$ cat src/rtl/pixelate_mosaic_filter_unit_macros.svh
// Assertion macros shared by the mosaic filter RTL.
`ifndef PIXELATE_MOSAIC_FILTER_UNIT_MACROS_SVH
`define PIXELATE_MOSAIC_FILTER_UNIT_MACROS_SVH
`ifndef SYNTHESIS
`define PMF_ASSERT_IMP(lbl, clk, rst_n, ante, cons, msg) \
	lbl: assert property (@(posedge clk) disable iff (!rst_n) (ante) |-> (cons)) \
		else $error(msg);
`define PMF_ASSERT_NXT(lbl, clk, rst_n, ante, cons, msg) \
	lbl: assert property (@(posedge clk) disable iff (!rst_n) (ante) |=> (cons)) \
		else $error(msg);
`else
`define PMF_ASSERT_IMP(lbl, clk, rst_n, ante, cons, msg)
`define PMF_ASSERT_NXT(lbl, clk, rst_n, ante, cons, msg)
`endif
`endif

$ cat src/rtl/pmf_pkg.sv
package pmf_pkg;
	localparam int MAX_WIDTH_DEF = 4096;
	localparam int PADDR_W = 3;
	localparam int OBUF_DEPTH = 3;
	localparam int OBUF_LVL_W = $clog2(OBUF_DEPTH + 1);

	localparam logic [7:0] BLOCK_SIZE_RST = 8'd8;
	localparam logic [12:0] IMAGE_WIDTH_RST = 13'd1920;

	localparam logic REG_BLOCK_SIZE = 1'b0;
	localparam logic REG_IMAGE_WIDTH = 1'b1;

	typedef struct packed {
		logic load;
		logic store;
	} line_op_t;
endpackage

$ cat src/rtl/pmf_ctrl.sv
`include "pixelate_mosaic_filter_unit_macros.svh"

module pmf_ctrl import pmf_pkg::*; #(
	parameter int MAX_WIDTH = MAX_WIDTH_DEF
) (
	input  logic                         clk,
	input  logic                         arst_n,
	input  logic                         accept,
	input  logic                         frame_start,
	input  logic [7:0]                   block_size,
	input  logic [12:0]                  image_width,
	output line_op_t                     op,
	output logic [$clog2(MAX_WIDTH)-1:0] addr
);
	localparam int CW = $clog2(MAX_WIDTH);
	localparam int CMPW = (CW + 1 > 13) ? CW + 1 : 13;

	logic [CW-1:0]   col_cnt_q, col_cnt_e, blk_col_q, blk_col_e;
	logic [7:0]      col_ph_q, col_ph_e, row_ph_q, row_ph_e, bs_eff;
	logic [8:0]      col_ph_inc, row_ph_inc;
	logic [CW:0]     col_cnt_inc;
	logic [CMPW-1:0] w_ext, w_lim;

	assign bs_eff = (block_size == 8'd0) ? 8'd1 : block_size;
	assign w_ext = CMPW'(image_width);

	always_comb begin
		if (image_width == 13'd0) begin
			w_lim = CMPW'(1);
		end else if (w_ext > CMPW'(MAX_WIDTH)) begin
			w_lim = CMPW'(MAX_WIDTH);
		end else begin
			w_lim = w_ext;
		end
	end

	assign col_cnt_e = frame_start ? '0 : col_cnt_q;
	assign blk_col_e = frame_start ? '0 : blk_col_q;
	assign col_ph_e = frame_start ? 8'd0 : col_ph_q;
	assign row_ph_e = frame_start ? 8'd0 : row_ph_q;

	assign op.store = (col_ph_e == 8'd0) && (row_ph_e == 8'd0);
	assign op.load = (col_ph_e == 8'd0) && (row_ph_e != 8'd0);
	assign addr = blk_col_e;

	assign col_cnt_inc = {1'b0, col_cnt_e} + (CW+1)'(1);
	assign col_ph_inc = {1'b0, col_ph_e} + 9'd1;
	assign row_ph_inc = {1'b0, row_ph_e} + 9'd1;

	always_ff @(posedge clk or negedge arst_n) begin
		if (!arst_n) begin
			col_cnt_q <= '0;
			blk_col_q <= '0;
			col_ph_q <= 8'd0;
			row_ph_q <= 8'd0;
		end else if (accept) begin
			if (CMPW'(col_cnt_inc) >= w_lim) begin
				col_cnt_q <= '0;
				blk_col_q <= '0;
				col_ph_q <= 8'd0;
				row_ph_q <= (row_ph_inc >= {1'b0, bs_eff}) ? 8'd0 : row_ph_inc[7:0];
			end else begin
				col_cnt_q <= col_cnt_inc[CW-1:0];
				if (col_ph_inc >= {1'b0, bs_eff}) begin
					col_ph_q <= 8'd0;
					blk_col_q <= blk_col_e + CW'(1);
				end else begin
					col_ph_q <= col_ph_inc[7:0];
					blk_col_q <= blk_col_e;
				end
				row_ph_q <= row_ph_e;
			end
		end
	end

	`PMF_ASSERT_IMP(a_op_excl, clk, arst_n, 1'b1, !(op.load && op.store), "load and store together")
	`PMF_ASSERT_IMP(a_col_le, clk, arst_n, 1'b1, blk_col_q <= col_cnt_q, "block column ahead of column")
endmodule

$ cat config.mk
export PLATFORM = sky130hd
export DESIGN_NAME = pmf_ctrl
export DESIGN_NICKNAME = d
export VERILOG_FILES = /design/src/rtl/pmf_pkg.sv /design/src/rtl/pmf_ctrl.sv
export VERILOG_INCLUDE_DIRS = /design/src /design/src/rtl
export SDC_FILE = /design/constraint.sdc
export NUM_CORES = 1
export LEC_CHECK = 0
export BUFFER_PORTS_ARGS = -buffer_cell sky130_fd_sc_hd__buf_4
export CAP_MARGIN = 20
export CORE_MARGIN = 2
export CORE_UTILIZATION = 54
export CTS_BUF_LIST = sky130_fd_sc_hd__clkbuf_8 sky130_fd_sc_hd__clkbuf_16
export CTS_CLUSTER_SIZE = 8
export DETAILED_ROUTE_END_ITERATION = 10
export GPL_TIMING_DRIVEN = 0
export MAX_ROUTING_LAYER = met4
export PLACE_DENSITY = 0.77
export SYNTH_ARGS = -nofsm -noshare
export SYNTH_HDL_FRONTEND = slang
export SYNTH_SLANG_ARGS = --single-unit
$ cat constraint.sdc
create_clock -name clk -period 3.06 [get_ports clk]
set_input_delay 0.153 -clock clk [delete_from_list [all_inputs] [get_ports clk]]
set_output_delay 0.153 -clock clk [all_outputs]
set_load 0.02 [all_outputs]
==> key figures, run 1 <==
Status
  – Status: complete, but fails checks
  – Failing checks: negative setup slack

Clock tree
  – CTS H-tree lvls: 2
  – CTS tree: yes
  – Clk root buf: clkbuf_8
  – Num CTS Buffers: 5
  – Clock transition at path regs: around 0.090 ns
  – CTS max path bufs: 2
  – Clk_lat worst skew: about 0.3 ns
  – Clock sink count: 40

Placement
  – Detail Placement HPWL: a little over 7000 um
  – Port bufs: 38
  – Placed insts: 541
  – Placed Area: 3960 um^2
  – Global placement routability congestion: between 0.8 and 0.9

Logic synthesis
  – Post-synth EDFFs: 0
  – Ranking of synthesized cells by area: dfrtp_1 (29%), ha_1 (13%), nand2_1 (5.3%)
  – Gate Count Post-Synth: around 430
  – Avg Inst Size Synth: between 8 and 9 um^2
  – Synth area leader: dfrtp_1
  – Synth warn: 0
  – Post-synth top area share: 0.287
  – Distinct cells, synth: between 50 and 60
  – Post-Syn Area: roughly 3500 um^2
  – Async set or reset register ratio after synthesis: 1.00
  – Post-synthesis sequential area ratio: 0.287
  – Syn Nets: 486
  – Synth Register Bits: 40
  – Top_reg_cell synth: dfrtp_1

Worst setup path
  – Slowest cell on crit path: dfrtp_1
  – Crit path arrival time: 3.58 ns
  – Flop-to-flop setup slack: -0.35 ns
  – Max stage delay on crit path: 0.42 ns
  – Worst r2r dst: blk_col_q[1]$_DFFE_PN0P_
  – Req. time, crit path: between 3 and 4 ns
  – Worst R2R Path Depth: 15
  – Critical Path Source: col_cnt_q[0]$_DFFE_PN0P_
  – Critical-path maximum fanout: 4
  – Critical path capture point type: flip-flop
  – Startpoint class of the critical path: flip-flop
  – Worst-path cell chain: nor2b_4 -> ha_4 -> nand3_4 -> or3_4 -> or3_4 -> a21oi_4 -> ha_4 -> and4_4 -> nand4_1 -> and3_1 -> buf_6 -> buf_6 -> buf_6 -> o211ai_1 -> nand3_1
  – Critical Path Most Common Cell: buf_6
  – Critical path type: reg -> reg
  – RR Startpoint: col_cnt_q[0]$_DFFE_PN0P_

Pwr
  – Share of power burned in registers: 0.417
  – IR Drop Worst-Case VDD: between 0.0002 and 0.00025 V
  – Switch share: 0.357
  – Cell internal pwr: between 0.8 and 0.9 mW
  – Power share of the clock group: 0.261
  – Cell Pwr Density: 285 nW/um^2
  – Switching power: 0.499 mW
  – Logic pwr share: 0.323
  – Static Leak: 2.15 nW

STA
  – Final min period: 3.41 ns
  – Tcrit/Tclk final: 1.11
  – Hold Violations, Final: 0
  – Clock Skew: about 0.0077 ns
  – Slew Limit Fails: 0
  – Final setup fails: 40
  – Achievable Freq: about 300 MHz
  – Post-Route Setup TNS: -6.18 ns
  – Worst setup margin: -0.347 ns
  – Slew headroom: 0.462
  – RSZ-0062 raised after global routing: true
  – Slew @ Worst Pin: 0.807 ns

Global route
  – First-pass GRT wire length: between 15000 and 20000 um
  – Total grt overflow: 0
  – Number of global-route vias before repair: about 3600
  – Initial antenna violation count: 0
  – Largest net degree at the start of global routing: 41
  – Total GRT Usage: 0.318

Hold path
  – Hold Crit Start: accept
  – Worst Hold Class: in -> reg
  – Hold-critical path depth: 3
  – Hold Path Sink: blk_col_q[4]$_DFFE_PN0P_

Floorplanning
  – Rows: 29
  – Starting density of the core: 0.555
  – Total core area: about 6300 um^2
  – DIE AREA: slightly above 7000 um^2
  – Die H: about 84 um
  – Die span in x: around 84 um
  – IO Pins: 39

Detailed routing
  – DR pass1 iterations: 5
  – Via count: 3958
  – Vias per cell: approximately 6.7
  – Antenna Nets Post-Route: 0
  – Initial DRC Count: 462
  – DRC Markers: 0
  – Total Wirelength: 12600 um
  – Post-DR wirelength/cell: between 20 and 25 um

Finish
  – Storage cell area: just over 1000 um^2
  – Core Util, Final: 0.782
  – Fill count: between 400 and 500
  – Nets: 570
  – Most frequent cells in the layout: buf_4 (70), nand2_1 (47), dfrtp_1 (34)
  – Syn-to-layout area delta: 40.9%
  – Commonest non-fill, non-tap cell in the layout: buf_4
  – Final design instance area without fill: slightly below 5000 um^2
  – Multi-input gate area: around 2900 um^2
  – Number of diodes: 0
  – Fin cells: between 500 and 600
  – Share of cells above drive strength 1: 0.341

Run
  – Max Cap Viol: 0
## what timing repair did
item	in CTS	in global routing
buffers inserted	18	21
hold endpoints to repair	40	0
hold buffers	1	0
resized for setup	50	61
pin swaps	26	33
gates cloned	1	1
endpoints found under the setup margin	40	40
## registers in the layout, summed over array words and instances, names as in the netlist
name and flops:
col_cnt_q 12, blk_col_q 12, row_ph_q 8, col_ph_q 8
## worst max-delay path: cells and delay by family (launching register included)
family	cells	cell delay [ns]
AND/OR/NAND/NOR	8	1.73
AO/OA/AOI/OAI	2	0.42
flip-flops	1	0.42
buffers and inverters	3	0.38
adder cells (fa/ha/maj)	2	0.33
## area by class of cell
| type | instances | area share |
|---|---|---|
| sequential | 40 | 0.205 |
| buffer | 16 | 0.0285 |
| clock buffer | 5 | 0.0140 |
| timing repair buffer | 80 | 0.133 |
| inverter | 21 | 0.0161 |
| tap | 77 | 0.0196 |
| clock inverter | 2 | 0.00255 |
| multi-input combinational | 346 | 0.581 |
## cells by family (layout without fill, tap and decap cells)
family | Yosys count | after routing | share of synthesized area
XOR/XNOR | 22 | 22 | 0.0553
AO/OA/AOI/OAI | 94 | 94 | 0.196
AND/OR/NAND/NOR | 194 | 194 | 0.288
multiplexers | 1 | 1 | 0.00287
adder cells (fa/ha/maj) | 35 | 35 | 0.126
flip-flops | 40 | 40 | 0.287
buffers and inverters | 40 | 124 | 0.0449
## power groups by stage
stage	Clock (mW)	Sequential (mW)	Combinational, mW
floorplan	0	0.579	0.192
global placement	0	0.585	0.296
detailed placement	0	0.586	0.304
CTS	0.355	0.576	0.366
global route	0.385	0.584	0.478
finish	0.364	0.583	0.451
## metrics by stage
stage	power (mW)	worst slack, ns	hold slack [ns]
global route	1.45	-0.364	0.261
finish	1.40	-0.347	0.245
floorplan	0.771	-0.247	-0.143
detailed placement	0.890	-0.983	0.179
global placement	0.881	-0.915	0.183
CTS	1.30	-0.224	0.239
## worst max path at each step
stage	end
after CTS	row_ph_q[7]$_DFFE_PN0P_
final	blk_col_q[1]$_DFFE_PN0P_
after global routing	blk_col_q[1]$_DFFE_PN0P_
after detailed placement	col_ph_q[7]$_DFFE_PN0P_
after global placement	col_ph_q[7]$_DFFE_PN0P_
after floorplan	row_ph_q[7]$_DFFE_PN0P_
## layer usage
layer | track usage | up-vias | wire length (um)
met5 | - | - | 0
met4 | 0.145 | 0 | 729
met3 | 0.0629 | 80 | 1200
met2 | 0.497 | 292 | 5840
met1 | 0.398 | 1862 | 4840
li1 | - | 1724 | -
## Yosys cell counts (4+ instances only)
master,number
nand2b_1,11
ha_1,35
o21ai_0,17
or3_1,4
a31o_2,4
a21oi_1,15
inv_1,21
nor2b_1,27
nor2_1,34
a32o_1,4
dfrtp_1,40
o211ai_1,6
nor4_1,10
a211oi_1,4
buf_2,5
and3_1,6
o32ai_1,5
nand4_1,7
xnor2_1,12
o2bb2ai_1,15
nand2_1,49
nand3_1,21
xor2_1,10
clkbuf_1,14
o21ai_1,4
nor3_1,11
Note: power is estimated with default switching activity, not from simulation.
==> run 2, diff against run 1 <==
- PLACE_DENSITY: 0.77 -> unset
- PLACE_DENSITY_LB_ADDON: unset -> 0.2
==> key figures, run 2 (synthesis results as in run 1) <==
Status
  – Status: complete, but fails checks (unchanged)
  – Failing checks: negative setup slack (unchanged)

Worst setup path
  – RR Startpoint: col_cnt_q[0]$_DFFE_PN0P_ (unchanged)
  – Worst R2R Path Depth: 14 (was 15)
  – Startpoint class of the critical path: flip-flop (unchanged)
  – Req. time, crit path: 3.30 ns (was 3.23 ns)
  – Flop-to-flop setup slack: -0.08 ns (was -0.35 ns)
  – Worst r2r dst: blk_col_q[6]$_DFFE_PN0P_ (was blk_col_q[1]$_DFFE_PN0P_)
  – Critical path capture point type: flip-flop (unchanged)
  – Critical path type: reg -> reg (unchanged)
  – Critical-path maximum fanout: 6 (was 4)
  – Crit path arrival time: 3.38 ns (was 3.58 ns)

Global route
  – Initial antenna violation count: 0 (unchanged)
  – Largest net degree at the start of global routing: 41 (unchanged)
  – Total grt overflow: 0 (unchanged)
  – Total GRT Usage: 0.328 (was 0.318)
  – Number of global-route vias before repair: 3643 (was 3563)
  – First-pass GRT wire length: 18100 um (was 17500 um)

Pwr
  – Switching power: 0.493 mW (was 0.499 mW)
  – Power share of the clock group: 0.313 (was 0.261)
  – Static Leak: 2.14 nW (was 2.15 nW)
  – Switch share: 0.336 (was 0.357)
  – Share of power burned in registers: 0.396 (was 0.417)
  – Cell internal pwr: 0.973 mW (was 0.899 mW)
  – Design Power: 1.47 mW (was 1.40 mW)
  – Logic pwr share: 0.290 (was 0.323)
  – IR Drop Worst-Case VDD: 0.000237 V (was 0.000210 V)
  – Cell Pwr Density: 299 nW/um^2 (was 285 nW/um^2)

Finish
  – Fill count: 394 (was 405)
  – Core Util, Final: 0.780 (was 0.782)
  – Regs by FF count: blk_col_q: 12 flops, col_cnt_q: 12 flops (unchanged)
  – Multi-input gate area: 2820 um^2 (was 2850 um^2)
  – Commonest non-fill, non-tap cell in the layout: buf_4 (unchanged)
  – Nets: 569 (was 570)
  – Final design instance area without fill: 4900 um^2 (was 4910 um^2)
  – Number of diodes: 0 (unchanged)
  – Storage cell area: 1000 um^2 (was 1010 um^2)
  – Most frequent cells in the layout: buf_4 (67), nand2_1 (48), dfrtp_1 (37) (was buf_4 (70), nand2_1 (47), dfrtp_1 (34))
  – Share of cells above drive strength 1: 0.325 (was 0.341)
  – Syn-to-layout area delta: 40.6% (was 40.9%)

STA
  – Post-Route Setup TNS: -1.04 ns (was -6.18 ns)
  – Slew Limit Fails: 0 (unchanged)
  – Slew @ Worst Pin: 0.820 ns (was 0.807 ns)
  – Slew headroom: 0.454 (was 0.462)
  – Clock Skew: 0.0141 ns (was 0.00770 ns)
  – Hold Violations, Final: 0 (unchanged)
  – Tcrit/Tclk final: 1.03 (was 1.11)
  – Worst setup margin: -0.0817 ns (was -0.347 ns)
  – Achievable Freq: 318 MHz (was 293 MHz)
  – RSZ-0062 raised after global routing: true (unchanged)
  – Final min period: 3.14 ns (was 3.41 ns)
  – Final setup fails: 25 (was 40)

Hold path
  – Hold Path Sink: blk_col_q[4]$_DFFE_PN0P_ (unchanged)
  – Worst Hold Class: in -> reg (unchanged)
  – Hold Crit Start: accept (unchanged)
  – Hold-critical path depth: 3 (unchanged)

Clock tree
  – Clk root buf: clkbuf_8 (unchanged)
  – CTS max path bufs: 2 (unchanged)
  – CTS tree: yes (unchanged)
  – Clk_lat worst skew: 0.31 ns (was 0.30 ns)
  – Clock transition at path regs: 0.09 ns (about the same)
  – Num CTS Buffers: 5 (unchanged)
  – CTS H-tree lvls: 2 (unchanged)
  – Clock sink count: 40 (unchanged)

Floorplanning
  – Total core area: 6280 um^2 (unchanged)
  – Starting density of the core: 0.555 (unchanged)
  – Die span in x: 84.3 um (unchanged)
  – Rows: 29 (unchanged)
  – DIE AREA: 7110 um^2 (unchanged)
  – IO Pins: 39 (unchanged)
  – Die H: 84.3 um (unchanged)

Detailed routing
  – Total Wirelength: 12400 um (was 12600 um)
  – Post-DR wirelength/cell: 21.2 um (was 21.5 um)
  – DRC Markers: 0 (unchanged)
  – Vias per cell: 6.66 (was 6.74)
  – Initial DRC Count: 408 (was 462)
  – Via count: 3910 (was 3958)
  – Antenna Nets Post-Route: 0 (unchanged)
  – DR pass1 iterations: 6 (was 5)

Run
  – Max Cap Viol: 0 (unchanged)

Placement
  – Placed Area: 3960 um^2 (unchanged)
  – Global placement routability congestion: 0.894 (was 0.883)
  – Detail Placement HPWL: 7210 um (was 7230 um)
  – Port bufs: 38 (unchanged)
==> run 2: worst max-delay path: stages (launching register included) <==
cell      delay [ns]
dfrtp_1         0.37
nor2b_4         0.19
ha_4            0.15
nand3_2         0.06
or3_4           0.39
nor2_4          0.14
and3_4          0.20
ha_1            0.25
a21oi_2         0.18
o21ai_4         0.13
nor3_4          0.24
buf_4           0.16
nand3_4         0.13
a2111o_1        0.40
o21ai_0         0.07
==> run 2: layer usage <==
layer / share of wire / up-vias / track usage / wire, um
li1: - / 1714 / - / -
met1: 0.37 / 1828 / 0.411 / 4580
met2: 0.49 / 284 / 0.532 / 6030
met3: 0.096 / 84 / 0.0492 / 1190
met4: 0.050 / 0 / 0.132 / 626
met5: 0 / - / - / 0
==> run 2: worst max-delay path by stage <==
stage	from	endpoint	slack, ns	depth (start not counted)
3_3_place_gp	frame_start	col_ph_q[7]$_DFFE_PN0P_	-0.93	17
2_1_floorplan	frame_start	row_ph_q[7]$_DFFE_PN0P_	-0.25	19
5_1_grt	col_cnt_q[0]$_DFFE_PN0P_	blk_col_q[6]$_DFFE_PN0P_	-0.20	14
3_5_place_dp	frame_start	col_ph_q[7]$_DFFE_PN0P_	-0.96	17
4_1_cts	col_cnt_q[0]$_DFFE_PN0P_	row_ph_q[7]$_DFFE_PN0P_	-0.07	14
6_report	col_cnt_q[0]$_DFFE_PN0P_	blk_col_q[6]$_DFFE_PN0P_	-0.08	14
==> run 2: repair_timing <==
item                                    4_1_cts  5_1_grt
setup buffers                                27       12
endpoints found under the setup margin       40       40
hold endpoints to repair                     40        0
pin swaps                                    15       45
hold buffers                                  1        0
resized for setup                            43       58
cloned                                        1        0
==> run 2: area by class of cell <==
cell class | count | area share
repair buffers | 79 | 0.131
clock inverters | 3 | 0.00869
plain buffers | 16 | 0.0294
flip-flops and latches | 40 | 0.205
well taps | 77 | 0.0197
clock buffers | 5 | 0.0141
inverters | 21 | 0.0161
multi-input cells | 346 | 0.576
==> run 2: power by group through the flow <==
stage	Combinational, mW	Sequential [mW]	Clock (mW)
after global routing	0.458	0.584	0.479
final	0.425	0.581	0.459
after floorplan	0.192	0.579	0
after global placement	0.296	0.585	0
after CTS	0.363	0.574	0.451
after detailed placement	0.304	0.586	0
==> run 2: through the flow <==
stage | std cells | hold WS (ns) | setup WS, ns
4_1_cts | 575 | 0.239 | -0.0661
3_3_place_gp | 541 | 0.181 | -0.930
5_1_grt | 587 | 0.264 | -0.202
2_1_floorplan | 426 | -0.143 | -0.247
6_report | 587 | 0.250 | -0.0817
3_5_place_dp | 541 | 0.184 | -0.960
