## config.mk

```make
export PLATFORM = sky130hd
export DESIGN_NAME = pmf_obuf_flat
export DESIGN_NICKNAME = d
export VERILOG_FILES = /design/src/rtl/pmf_pkg.sv /design/src/rtl/pmf_pix_out_if.sv /design/src/rtl/pmf_obuf.sv /design/src/flat_wrapper.sv
export VERILOG_INCLUDE_DIRS = /design/src /design/src/rtl
export SDC_FILE = /design/constraint.sdc
export NUM_CORES = 1
export LEC_CHECK = 0
export BUFFER_PORTS_ARGS = -buffer_cell sky130_fd_sc_hd__buf_4
export CELL_PAD_IN_SITES_DETAIL_PLACEMENT = 1
export CELL_PAD_IN_SITES_GLOBAL_PLACEMENT = 1
export CORE_MARGIN = 4
export CORE_UTILIZATION = 43
export CTS_BUF_LIST = sky130_fd_sc_hd__clkbuf_8
export DETAILED_ROUTE_END_ITERATION = 10
export PLACE_DENSITY = 0.82
export SETUP_SLACK_MARGIN = 0.4
export SYNTH_ARGS = -nofsm -noshare
export SYNTH_HDL_FRONTEND = slang
export SYNTH_SLANG_ARGS = --single-unit
```

## constraint.sdc

```tcl
create_clock -name clk -period 3.2 [get_ports clk]
set_clock_uncertainty 0.1 [all_clocks]
set_input_delay 0.48 -clock clk [delete_from_list [all_inputs] [get_ports clk]]
set_output_delay 0.48 -clock clk [all_outputs]
set_load 0.005 [all_outputs]
```

## src/rtl/pixelate_mosaic_filter_unit_macros.svh

```systemverilog
// Assertion macros shared by the mosaic filter RTL.
`ifndef PIXELATE_MOSAIC_FILTER_UNIT_MACROS_SVH
`define PIXELATE_MOSAIC_FILTER_UNIT_MACROS_SVH
`ifndef SYNTHESIS
`define PMF_ASSERT_IMP(lbl, clk, rst_n, ante, cons, msg) \
	lbl: assert property (@(posedge clk) disable iff (!rst_n) (ante) |-> (cons)) \
		else $error(msg);
`define PMF_ASSERT_NXT(lbl, clk, rst_n, ante, cons, msg) \
	lbl: assert property (@(posedge clk) disable iff (!rst_n) (ante) |=> (cons)) \
		else $error(msg);
`else
`define PMF_ASSERT_IMP(lbl, clk, rst_n, ante, cons, msg)
`define PMF_ASSERT_NXT(lbl, clk, rst_n, ante, cons, msg)
`endif
`endif

```

## src/rtl/pmf_pkg.sv

```systemverilog
package pmf_pkg;
	localparam int MAX_WIDTH_DEF = 4096;
	localparam int PADDR_W = 3;
	localparam int OBUF_DEPTH = 3;
	localparam int OBUF_LVL_W = $clog2(OBUF_DEPTH + 1);

	localparam logic [7:0] BLOCK_SIZE_RST = 8'd8;
	localparam logic [12:0] IMAGE_WIDTH_RST = 13'd1920;

	localparam logic REG_BLOCK_SIZE = 1'b0;
	localparam logic REG_IMAGE_WIDTH = 1'b1;

	typedef struct packed {
		logic load;
		logic store;
	} line_op_t;
endpackage

```

## src/rtl/pmf_pix_out_if.sv

```systemverilog
interface pmf_pix_out_if;
	logic valid;
	logic ready;
	logic [31:0] mosaic_color;

	modport source (output valid, output mosaic_color, input ready);
	modport sink (input valid, input mosaic_color, output ready);
endinterface

```

## src/rtl/pmf_obuf.sv

```systemverilog
`include "pixelate_mosaic_filter_unit_macros.svh"

module pmf_obuf import pmf_pkg::*; (
	input  logic                  clk,
	input  logic                  arst_n,
	input  logic                  push,
	input  logic [31:0]           push_data,
	output logic [OBUF_LVL_W-1:0] level,
	pmf_pix_out_if.source         pix_out
);
	localparam int PW = $clog2(OBUF_DEPTH);

	logic [31:0]           buf_q [OBUF_DEPTH];
	logic [PW-1:0]         wptr_q, rptr_q;
	logic [OBUF_LVL_W-1:0] cnt_q;
	logic                  pop;

	assign pop = pix_out.valid && pix_out.ready;
	assign pix_out.valid = (cnt_q != '0);
	assign pix_out.mosaic_color = buf_q[rptr_q];
	assign level = cnt_q;

	always_ff @(posedge clk) begin
		if (push) begin
			buf_q[wptr_q] <= push_data;
		end
	end

	always_ff @(posedge clk or negedge arst_n) begin
		if (!arst_n) begin
			wptr_q <= '0;
			rptr_q <= '0;
			cnt_q <= '0;
		end else begin
			if (push) begin
				wptr_q <= (wptr_q == PW'(OBUF_DEPTH - 1)) ? '0 : wptr_q + PW'(1);
			end
			if (pop) begin
				rptr_q <= (rptr_q == PW'(OBUF_DEPTH - 1)) ? '0 : rptr_q + PW'(1);
			end
			if (push && !pop) begin
				cnt_q <= cnt_q + OBUF_LVL_W'(1);
			end else if (pop && !push) begin
				cnt_q <= cnt_q - OBUF_LVL_W'(1);
			end
		end
	end

	`PMF_ASSERT_IMP(a_no_ovf, clk, arst_n, push, (cnt_q != OBUF_LVL_W'(OBUF_DEPTH)) || pop, "output buffer overflow")
endmodule

```

## src/flat_wrapper.sv

```systemverilog
// flat-port wrapper written by rule: the top's interface ports become plain ports
module pmf_obuf_flat import pmf_pkg::*;
  (clk, arst_n, push, push_data, level, pix_out_valid, pix_out_mosaic_color, pix_out_ready);
  pmf_pix_out_if pix_out_i ();
  input  logic clk;
  input  logic arst_n;
  input  logic push;
  input  logic [31:0] push_data;
  output logic [OBUF_LVL_W-1:0] level;
  output wire logic [$bits(pix_out_i.valid)-1:0] pix_out_valid;
  output wire logic [$bits(pix_out_i.mosaic_color)-1:0] pix_out_mosaic_color;
  input wire logic [$bits(pix_out_i.ready)-1:0] pix_out_ready;
  assign pix_out_valid = pix_out_i.valid;
  assign pix_out_mosaic_color = pix_out_i.mosaic_color;
  assign pix_out_i.ready = pix_out_ready;
  pmf_obuf u_core (.clk(clk), .arst_n(arst_n), .push(push), .push_data(push_data), .level(level), .pix_out(pix_out_i));
endmodule
```

==> results of run 1 <==
registers in the layout, summed over array words and instances, names as in the netlist:
| name | count |
|---|---|
| u_core.wptr_q | 2 |
| u_core.rptr_q | 2 |
| u_core.buf_q | 96 |
| u_core.level | 2 |
power breakdown:
group | leakage [nW] | internal (mW) | switching [mW]
sequential | 0.957 | 1.72 | 0.174
combinational | 0.692 | 0.653 | 0.603
clock | 0.0995 | 0.365 | 0.419
total | 1.75 | 2.74 | 1.20
layout make-up:
type,instances,share of cell area
clock buffers,9,0.0263
clock inverters,7,0.0151
inverters,1,0.000796
multi-input cells,114,0.159
flip-flops and latches,102,0.644
well taps,108,0.0287
repair buffers,77,0.126
worst max-delay path, delay by kind of cell (launching register included):
family	cells	cell delay [ns]
buffers and inverters	2	0.59
flip-flops	1	0.65
AO/OA/AOI/OAI	1	0.12
AND/OR/NAND/NOR	1	0.09
how the worst max path moves through the flow:
| stage | from | endpoint | slack (ns) | cells past startpoint |
|---|---|---|---|---|
| finish | u_core.rptr_q[1] | pix_out_mosaic_color[31] | 0.79 | 4 |
| global route | u_core.rptr_q[1] | pix_out_mosaic_color[2] | 0.60 | 4 |
| CTS | u_core.rptr_q[1] | pix_out_mosaic_color[31] | 0.75 | 4 |
| detailed placement | u_core.rptr_q[1] | pix_out_mosaic_color[31] | 1.14 | 4 |
| global placement | u_core.rptr_q[0] | pix_out_mosaic_color[9] | 1.19 | 4 |
| floorplan | push | u_core.buf_q[1][0] | 0.76 | 2 |
stage by stage:
step	hold slack [ns]	setup WS, ns	area [µm²]
final	0.214	0.792	4710
after global routing	0.191	0.599	4710
after CTS	0.195	0.751	4710
after detailed placement	0.194	1.14	4510
after global placement	0.191	1.19	4510
after floorplan	0.0844	0.759	3870
per-layer routing:
metal  GRT usage  share of wire
met5           0              0
met4      0.0478          0.014
met3      0.0304          0.047
met2       0.270           0.53
met1       0.167           0.40
cell families after synthesis:
group | after synthesis | share of synthesized area
buffers and inverters | 12 | 0.0282
and+or+nand+nor | 41 | 0.0428
adders and majority gates | 1 | 0.00324
xor gates and xnor gates | 3 | 0.00680
muxes | 32 | 0.0829
AOI/OAI and AO/OA | 37 | 0.0509
DFF | 102 | 0.785
placed cells by master, fill, tap and decap left out:
cell and n:
nor2_4 1, xnor2_1 1, o21ai_1 28, inv_6 3, nor3_4 1, dlygate4sd3_1 1, buf_4 75, bufinv_16 1
nand2_1 34, ha_1 1, mux2i_1 32, dfrtp_1 4, xor2_1 2, nand2b_1 1, nor2_1 1, clkinv_1 1
a21o_1 3, o21ai_2 1, o21ai_0 5, clkbuf_8 9, dfrtp_2 2, or2_2 1, clkinvlp_4 1, inv_1 2
nor3b_4 1, nor3_1 1, buf_12 1, edfxtp_1 96
==> flow_metrics.py, run 1 <==
metrics = {
    "synth": {
        "async_reset_ff_frac": 0.0588,
        "synth_most_common_cell": "edfxtp_1",
        "synth-edff-count": 96,
        "synth_flop_cell": "edfxtp_1",
        "ys_warn_count": 0,
        "synth.distinct_cells": 22,
        "avgSynthCellArea_um2": 16.9,
        "synth_seq_area_share": 0.785,
        "ys_top_cells_by_count": "edfxtp_1 (96), nand2_1 (34), mux2i_1 (32), o21ai_1 (28), dfrtp_1 (6)",
        "synthesis.instances": 228,
        "syn-cell-area_um2": 3860,
        "yosys_register_bits": 102,
        "synthesis.nets": 265,
        "yosysTopAreaCell": "edfxtp_1",
        "yosys-top-cells-area": "edfxtp_1 (75%), mux2i_1 (8.3%), dfrtp_1 (3.9%)",
        "synth_top_area_share": 0.746,
    },
    "final_layout": {
        "multi_input_area_um2": 751,
        "utilization": 0.540,
        "diodes": 0,
        "final_cells": 418,
        "regArea_um2": 3040,
        "syn2layout_area_growth_pct": 22.0,
        "fill_cells": 856,
        "finalNetCount": 342,
        "drive_gt1_frac": 0.313,
    },
    "detailed_routing": {
        "vias": 2100,
        "drc": 0,
        "postRouteAntennaNets": 0,
        "wirelength_um": 7070,
        "viasPerCell": 5.02,
        "drt_iter0_drc": 81,
        "wl_per_cell_um": 16.9,
        "drtPass1Iterations": 4,
    },
    "min_path": {
        "whs_endpoint": "u_core.buf_q[2][4]",
        "min_path_cells": 1,
        "hp-class": "in -> reg",
        "min-delay-start": "push_data[4]",
    },
    "job": {
        "max_cap_viol_count": 0,
    },
    "setup_path": {
        "cp.arrival_ns": 1.83,
        "cp_max_fo": 40,
        "critical_path_class": "reg -> out",
        "crit_path_frequent_cell": "buf_4",
        "worstSetupEndpointType": "primary output",
        "reg2reg_slack_ns": 1.33,
        "rr_endpoint": "u_core.buf_q[1][8]",
        "setup.worst_path.start_class": "flip-flop",
        "slowest_delay_ns": 0.65,
        "ff2ff_path_depth": 3,
        "crit_chain": "buf_4 > nand2_1 > o21ai_0 > buf_4",
        "r2r_start": "u_core.wptr_q[0]",
        "slowest_stage": "dfrtp_2",
        "worstPathRequired_ns": 2.62,
    },
    "timing": {
        "fmax_ghz": 0.415,
        "slew_headroom": 0.501,
        "setup_tns_ns": 0,
        "drv_slew": 0,
        "setup_viol": 0,
        "period_share": 0.752,
        "period_needed_ns": 2.41,
        "hold_viol": 0,
        "worst_pin_slew_ns": 0.746,
        "rsz0062_at_grt": "no",
    },
    "clock_tree": {
        "ctsResizeCount": 0,
        "htreeDepth": 3,
        "hold_buffers": 1,
        "cts.sinks": 102,
        "cts_setup_buffers": 0,
        "clock-root-buffer": "clkbuf_8",
        "cts_tree": "built",
        "cts_buffers": 9,
        "cts.clk_slew.worst_paths_ns": 0.10,
        "cts.path.max_buffers": 2,
        "clock_latency_ns": 0.34,
    },
    "floorplan": {
        "initial_core_util": 0.443,
        "die_w_um": 103,
        "die-area_um2": 10600,
        "core-area_um2": 8720,
        "placement_rows": 34,
        "dieHeight_um": 103,
        "io_pins": 71,
    },
    "global_routing": {
        "antenna_found_initial": 0,
        "grt.overflow.total": 0,
        "grt_use_total": 0.145,
        "grt_first_pass_wirelength_um": 11500,
        "grt_max_degree": 41,
        "first_global_vias": 2363,
    },
    "pwr": {
        "peakVddDrop_mv": 0.428,
        "p_per_area_nw_per_um2": 835,
        "p_leak_nw": 1.75,
        "finalPower_mw": 3.93,
    },
    "placed_design": {
        "dpl.cell_count": 401,
        "io_buffers": 70,
        "dpl.hpwl_um": 4940,
        "gp_congestion": 0.694,
    },
    "status": {
        "status": "finished clean",
    },
}
Power figures use the tool's default switching activity.
==> run 2, diff against run 1 <==
Settings changed: ABC_AREA from default to 1, CORE_UTILIZATION 43 to 42, PLACE_DENSITY 0.82 to 0.83.
Clock period 3.2 ns to 2 ns, I/O delays scaled along.
==> run 2 against run 1 <==
Effect of this change:
- register-to-register slack got worse by 0.78 ns
- worst setup slack got worse by 0.71 ns
- synthesized cell count grew 20%
- global-route usage is 2.8 points higher
- highest routed layer unchanged
- wire length grew 29%
- sequential cell count unchanged
- sequential power is 53% higher
- sequential share of layout area shrank 4.4 points
- critical path depth grew 2
- cell count up 16%
- cell area up 7.3%
- clock power increased by 48%
==> flow_metrics.py, run 2 <==
metrics = {
    "status": {
        "status": "finished clean",
    },
    "min_path": {
        "hp-class": "in -> reg",
        "min-delay-start": "push_data[21]",
        "min_path_cells": 1,
        "whs_endpoint": "u_core.buf_q[0][21]",
    },
    "timing": {
        "fmax_ghz": 0.522,
        "slew_headroom": 0.831,
        "worst_pin_slew_ns": 0.254,
        "drv_slew": 0,
        "hold_viol": 0,
        "rsz0062_at_grt": "yes",
        "hold-worst-slack_ns": 0.0218,
        "period_needed_ns": 1.91,
        "setup_viol": 0,
        "period_share": 0.957,
        "setup_tns_ns": 0,
    },
    "setup_path": {
        "crit_chain": "nor2_4 > buf_12 > clkbuf_16 > nand2_1 > nand3_1 > buf_4",
        "cp.arrival_ns": 1.51,
        "reg2reg_slack_ns": 0.55,
        "ff2ff_path_depth": 4,
        "cp_max_fo": 6,
        "slowest_delay_ns": 0.46,
        "slowest_stage": "dfrtp_2",
        "critical_path_class": "reg -> out",
        "setup.worst_path.start_class": "flip-flop",
        "worstPathRequired_ns": 1.60,
        "r2r_start": "u_core.wptr_q[1]",
        "rr_endpoint": "u_core.buf_q[1][12]",
        "worstSetupEndpointType": "primary output",
    },
    "synth": {
        "avgSynthCellArea_um2": 13.8,
        "ys_warn_count": 0,
        "synth_seq_area_share": 0.805,
        "ys_top_cells_by_count": "nand2_1 (107), edfxtp_1 (96), nand3_1 (37), buf_2 (8), inv_1 (8)",
        "synth_most_common_cell": "nand2_1",
        "synth.distinct_cells": 15,
        "yosys-top-cells-area": "edfxtp_1 (76%), nand2_1 (11%), nand3_1 (4.9%)",
        "syn-cell-area_um2": 3770,
        "synth_flop_cell": "edfxtp_1",
        "synth-edff-count": 96,
        "yosys_register_bits": 102,
        "synth_top_area_share": 0.765,
        "synthesis.nets": 310,
        "async_reset_ff_frac": 0.0588,
        "yosysTopAreaCell": "edfxtp_1",
        "synthesis.instances": 273,
    },
    "job": {
        "max_cap_viol_count": 0,
    },
    "clock_tree": {
        "htreeDepth": 3,
        "cts.clk_slew.worst_paths_ns": 0.10,
        "cts.path.max_buffers": 2,
        "cts_tree": "built",
        "cts.sinks": 102,
        "clock-root-buffer": "clkbuf_8",
        "clock_latency_ns": 0.37,
        "cts_buffers": 9,
    },
    "final_layout": {
        "multi_input_area_um2": 786,
        "finalNetCount": 408,
        "regArea_um2": 3040,
        "fill_cells": 859,
        "final_cell_mix": "edfxtp_1 (96), nand2_1 (93), buf_4 (74)",
        "top_register": "u_core.buf_q",
        "final_cells": 484,
        "largest_reg_flops": 96,
        "final_common_cell": "edfxtp_1",
        "syn2layout_area_growth_pct": 34.2,
        "drive_gt1_frac": 0.372,
        "diodes": 0,
    },
    "floorplan": {
        "die-area_um2": 10600,
        "io_pins": 71,
        "placement_rows": 34,
        "core-area_um2": 8720,
        "dieHeight_um": 103,
        "initial_core_util": 0.432,
        "die_w_um": 103,
    },
    "pwr": {
        "p_leak_nw": 1.99,
        "peakVddDrop_mv": 0.613,
        "p_per_area_nw_per_um2": 1430,
        "finalPower_mw": 7.24,
    },
    "detailed_routing": {
        "postRouteAntennaNets": 0,
        "drt_iter0_drc": 134,
        "wirelength_um": 9140,
        "wl_per_cell_um": 18.9,
        "vias": 2455,
        "viasPerCell": 5.07,
        "drtPass1Iterations": 4,
        "drc": 0,
    },
    "global_routing": {
        "grt_first_pass_wirelength_um": 13200,
        "antenna_found_initial": 0,
        "grt.overflow.total": 0,
        "first_global_vias": 2590,
        "grt_use_total": 0.173,
        "grt_max_degree": 33,
    },
    "placed_design": {
        "dpl.hpwl_um": 5780,
        "io_buffers": 70,
        "dpl.cell_count": 450,
        "gp_congestion": 0.704,
    },
}
==> run 2: cell count changes after synthesis, sizes merged, moves of 3 or more <==
cell   change
a21o       -3
inv        +8
mux2i     -32
o21ai     -32
nand2     +73
nand3     +37
==> run 2: logic make-up after synthesis <==
group	Yosys count	share of synthesized area
AND/OR/NAND/NOR	148	0.164
buffers and inverters	19	0.0226
flip-flops	102	0.805
adder cells (fa/ha/maj)	1	0.00332
AO/OA/AOI/OAI	2	0.00266
XOR/XNOR	1	0.00232
==> run 2: per-stage QoR <==
| stage | cell area [µm²] | utilization | worst slack [ns] |
|---|---|---|---|
| floorplan | 3780 | - | 0.504 |
| global placement | 4510 | 0.517 | 0.414 |
| detailed placement | 4510 | 0.517 | 0.332 |
| CTS | 4730 | 0.543 | 0.0565 |
| global route | 5060 | 0.580 | 0.0305 |
| finish | 5060 | 0.580 | 0.0854 |
==> run 2: how the worst max path moves through the flow <==
stage / from / end / slack (ns) / cells after the start
floorplan: u_core.wptr_q[0] / u_core.buf_q[2][0] / 0.50 / 3
global placement: u_core.rptr_q[1] / pix_out_mosaic_color[11] / 0.41 / 5
detailed placement: u_core.level[0] / u_core.level[1] / 0.33 / 8
CTS: u_core.rptr_q[1] / pix_out_mosaic_color[1] / 0.06 / 5
global route: u_core.rptr_q[1] / pix_out_mosaic_color[21] / 0.03 / 6
finish: u_core.rptr_q[0] / pix_out_mosaic_color[21] / 0.09 / 6
==> run 2: worst max-delay path, delay by kind of cell, from the launching register on <==
family / cells / cell delay [ns]
DFF: 1 / 0.46
buffers and inverters: 3 / 0.41
and+or+nand+nor: 3 / 0.28
==> run 2: layer usage <==
layer	global-route usage	wire [µm]	up-vias	part of all wire
met4	0.0747	183	0	0.020
met3	0.0379	443	15	0.048
li1	-	-	1145	-
met5	0	0	-	0
met2	0.310	4890	61	0.54
met1	0.199	3620	1234	0.40
==> run 2: final cells by class <==
cell class | count | share of cell area
clock buffers | 9 | 0.0245
flip-flops and latches | 102 | 0.600
repair buffers | 97 | 0.175
clock inverters | 7 | 0.00990
inverters | 9 | 0.00816
well taps | 108 | 0.0267
multi-input cells | 152 | 0.155
==> run 2: power breakdown <==
group	internal [mW]	total (mW)	switching [mW]	leakage (nW)
sequential	2.75	2.89	0.141	0.957
clock	0.454	1.16	0.710	0.0832
combinational	1.55	3.18	1.63	0.954
==> run 2: timing repair <==
action,in CTS,in global routing
gates cloned,0,3
pin swaps,1,17
setup buffers,3,2
hold buffers,1,9
hold endpoints to repair,6,22
gates resized for setup,6,35
endpoints found under the setup margin,34,34
==> run 3, diff against run 2 <==
Settings changed: CTS_CLUSTER_SIZE from default to 40, RECOVER_POWER from default to 25.
==> run 3 against run 2 <==
Effect of this change:
- clock-buffer cell count unchanged
- global-route usage stayed put
- sequential power is essentially flat
- worst setup slack got worse by 0.0073 ns
- critical path type unchanged
- maximum frequency decreased by 0.38%
- sequential share of layout area increased by 1.0 points
- cell count did not move
- total power fell by 0.26%
- wire length is 0.33% higher
- highest routed layer unchanged
==> flow_metrics.py, run 3 (same netlist as run 2, synthesis figures left out) <==
metrics = {
    "setup_path": {
        "cp_max_fo": 6,
        "cp.arrival_ns": 1.52,
        "rr_endpoint": "u_core.buf_q[1][13]",
        "r2r_start": "u_core.wptr_q[1]",
        "ff2ff_path_depth": 4,
        "reg2reg_slack_ns": 0.54,
        "worstPathRequired_ns": 1.60,
        "worstSetupEndpointType": "primary output",
        "critical_path_class": "reg -> out",
        "setup.worst_path.start_class": "flip-flop",
    },
    "final_layout": {
        "final_common_cell": "edfxtp_1",
        "fill_cells": 862,
        "drive_gt1_frac": 0.311,
        "diodes": 0,
        "largest_reg_flops": 96,
        "top_register": "u_core.buf_q",
        "regArea_um2": 3040,
        "final_cell_mix": "edfxtp_1 (96), nand2_1 (93), buf_4 (51)",
        "syn2layout_area_growth_pct": 31.9,
        "finalNetCount": 408,
        "multi_input_area_um2": 786,
    },
    "timing": {
        "period_needed_ns": 1.92,
        "hold_viol": 0,
        "hold-worst-slack_ns": 0.0635,
        "worst_pin_slew_ns": 0.253,
        "slew_headroom": 0.831,
        "drv_slew": 0,
        "setup_viol": 0,
        "fmax_ghz": 0.520,
        "period_share": 0.961,
        "setup_tns_ns": 0,
        "rsz0062_at_grt": "yes",
    },
    "clock_tree": {
        "cts_tree": "built",
        "clock_latency_ns": 0.36,
        "cts.sinks": 102,
        "cts.clk_slew.worst_paths_ns": 0.10,
        "cts_buffers": 9,
        "clock-root-buffer": "clkbuf_8",
        "htreeDepth": 3,
        "cts.path.max_buffers": 2,
    },
    "min_path": {
        "min-delay-start": "push_data[21]",
        "min_path_cells": 1,
        "whs_endpoint": "u_core.buf_q[0][21]",
        "hp-class": "in -> reg",
    },
    "placed_design": {
        "gp_congestion": 0.704,
        "io_buffers": 70,
        "dpl.hpwl_um": 5780,
    },
    "global_routing": {
        "grt_use_total": 0.173,
        "grt_max_degree": 33,
        "antenna_found_initial": 0,
        "first_global_vias": 2590,
        "grt.overflow.total": 0,
        "grt_first_pass_wirelength_um": 13200,
    },
    "pwr": {
        "p_per_area_nw_per_um2": 1450,
        "p_int_mw": 4.74,
        "power_frac_comb": 0.438,
        "power.share.switching": 0.344,
        "pwr-share-clk": 0.161,
        "p_leak_nw": 1.91,
        "switching_power_mw": 2.48,
        "peakVddDrop_mv": 0.614,
        "p_seq_frac": 0.401,
    },
    "detailed_routing": {
        "wl_per_cell_um": 18.9,
        "vias": 2461,
        "wirelength_um": 9170,
        "drt_iter0_drc": 99,
        "viasPerCell": 5.08,
        "drc": 0,
        "drtPass1Iterations": 4,
        "postRouteAntennaNets": 0,
    },
    "status": {
        "status": "finished clean",
    },
    "floorplan": {
        "core-area_um2": 8720,
        "io_pins": 71,
        "die-area_um2": 10600,
        "dieHeight_um": 103,
        "initial_core_util": 0.432,
        "die_w_um": 103,
        "placement_rows": 34,
    },
    "job": {
        "max_cap_viol_count": 0,
    },
}
[run 3: cell count changes in the layout (fill, tap and decap cells not counted)]
cell and delta:
buf_4 -23, clkbuf_1 +23
[run 3: repair_timing]
action | 4_1_cts | 5_1_grt
pin swaps | 1 | 17
hold buffers | 1 | 9
gates resized for setup | 6 | 35
setup endpoints to repair | 34 | 34
cloned | 0 | 3
buffers inserted | 3 | 2
endpoints found under the hold margin | 6 | 22
[run 3: power groups by stage]
stage	sequential, mW	clock (mW)	combinational (mW)
3_3_place_gp	2.90	0	2.48
3_5_place_dp	2.94	0	2.57
5_1_grt	2.92	1.30	3.44
6_report	2.89	1.16	3.16
4_1_cts	2.89	1.20	2.70
2_1_floorplan	2.88	0	1.18
[run 3: per-layer routing]
metal	track usage	vias up	wire length, µm
li1	-	1145	-
met1	0.199	1234	3670
met2	0.310	68	4880
met3	0.0379	14	455
met4	0.0747	0	171
met5	0	-	0
[run 3: area by class of cell]
class                           instances  area share
Clock buffer                            9      0.0249
Clock inverter                          7      0.0101
Inverter                                9     0.00831
Multi-Input combinational cell        152       0.158
Sequential cell                       102       0.611
Tap cell                              108      0.0272
Timing Repair Buffer                   97       0.161
[run 3: critical path, cell delays in order, from the launching register on]
cell and delay [ns]:
dfrtp_2 0.46, nor2_4 0.15, buf_12 0.14, clkbuf_16 0.15
nand2_1 0.06, nand3_1 0.08, buf_4 0.11
[run 3: worst max-delay path by stage]
stage | start | endpoint | slack (ns)
final | u_core.rptr_q[0] | pix_out_mosaic_color[21] | 0.08
after global routing | u_core.rptr_q[1] | pix_out_mosaic_color[21] | 0.03
after CTS | u_core.rptr_q[1] | pix_out_mosaic_color[1] | 0.06
after detailed placement | u_core.level[0] | u_core.level[1] | 0.33
after global placement | u_core.rptr_q[1] | pix_out_mosaic_color[11] | 0.41
after floorplan | u_core.wptr_q[0] | u_core.buf_q[2][0] | 0.50
[run 3: metrics by stage]
| stage | cell area, µm² | power, mW | instances | setup WS [ns] | util |
|---|---|---|---|---|---|
| 4_1_cts | 4730 | 6.78 | 470 | 0.0565 | 0.543 |
| 2_1_floorplan | 3780 | 4.07 | 273 | 0.504 | - |
| 5_1_grt | 4970 | 7.66 | 484 | 0.0305 | 0.570 |
| 6_report | 4970 | 7.22 | 484 | 0.0781 | 0.570 |
| 3_5_place_dp | 4510 | 5.50 | 450 | 0.332 | 0.517 |
| 3_3_place_gp | 4510 | 5.38 | 450 | 0.414 | 0.517 |
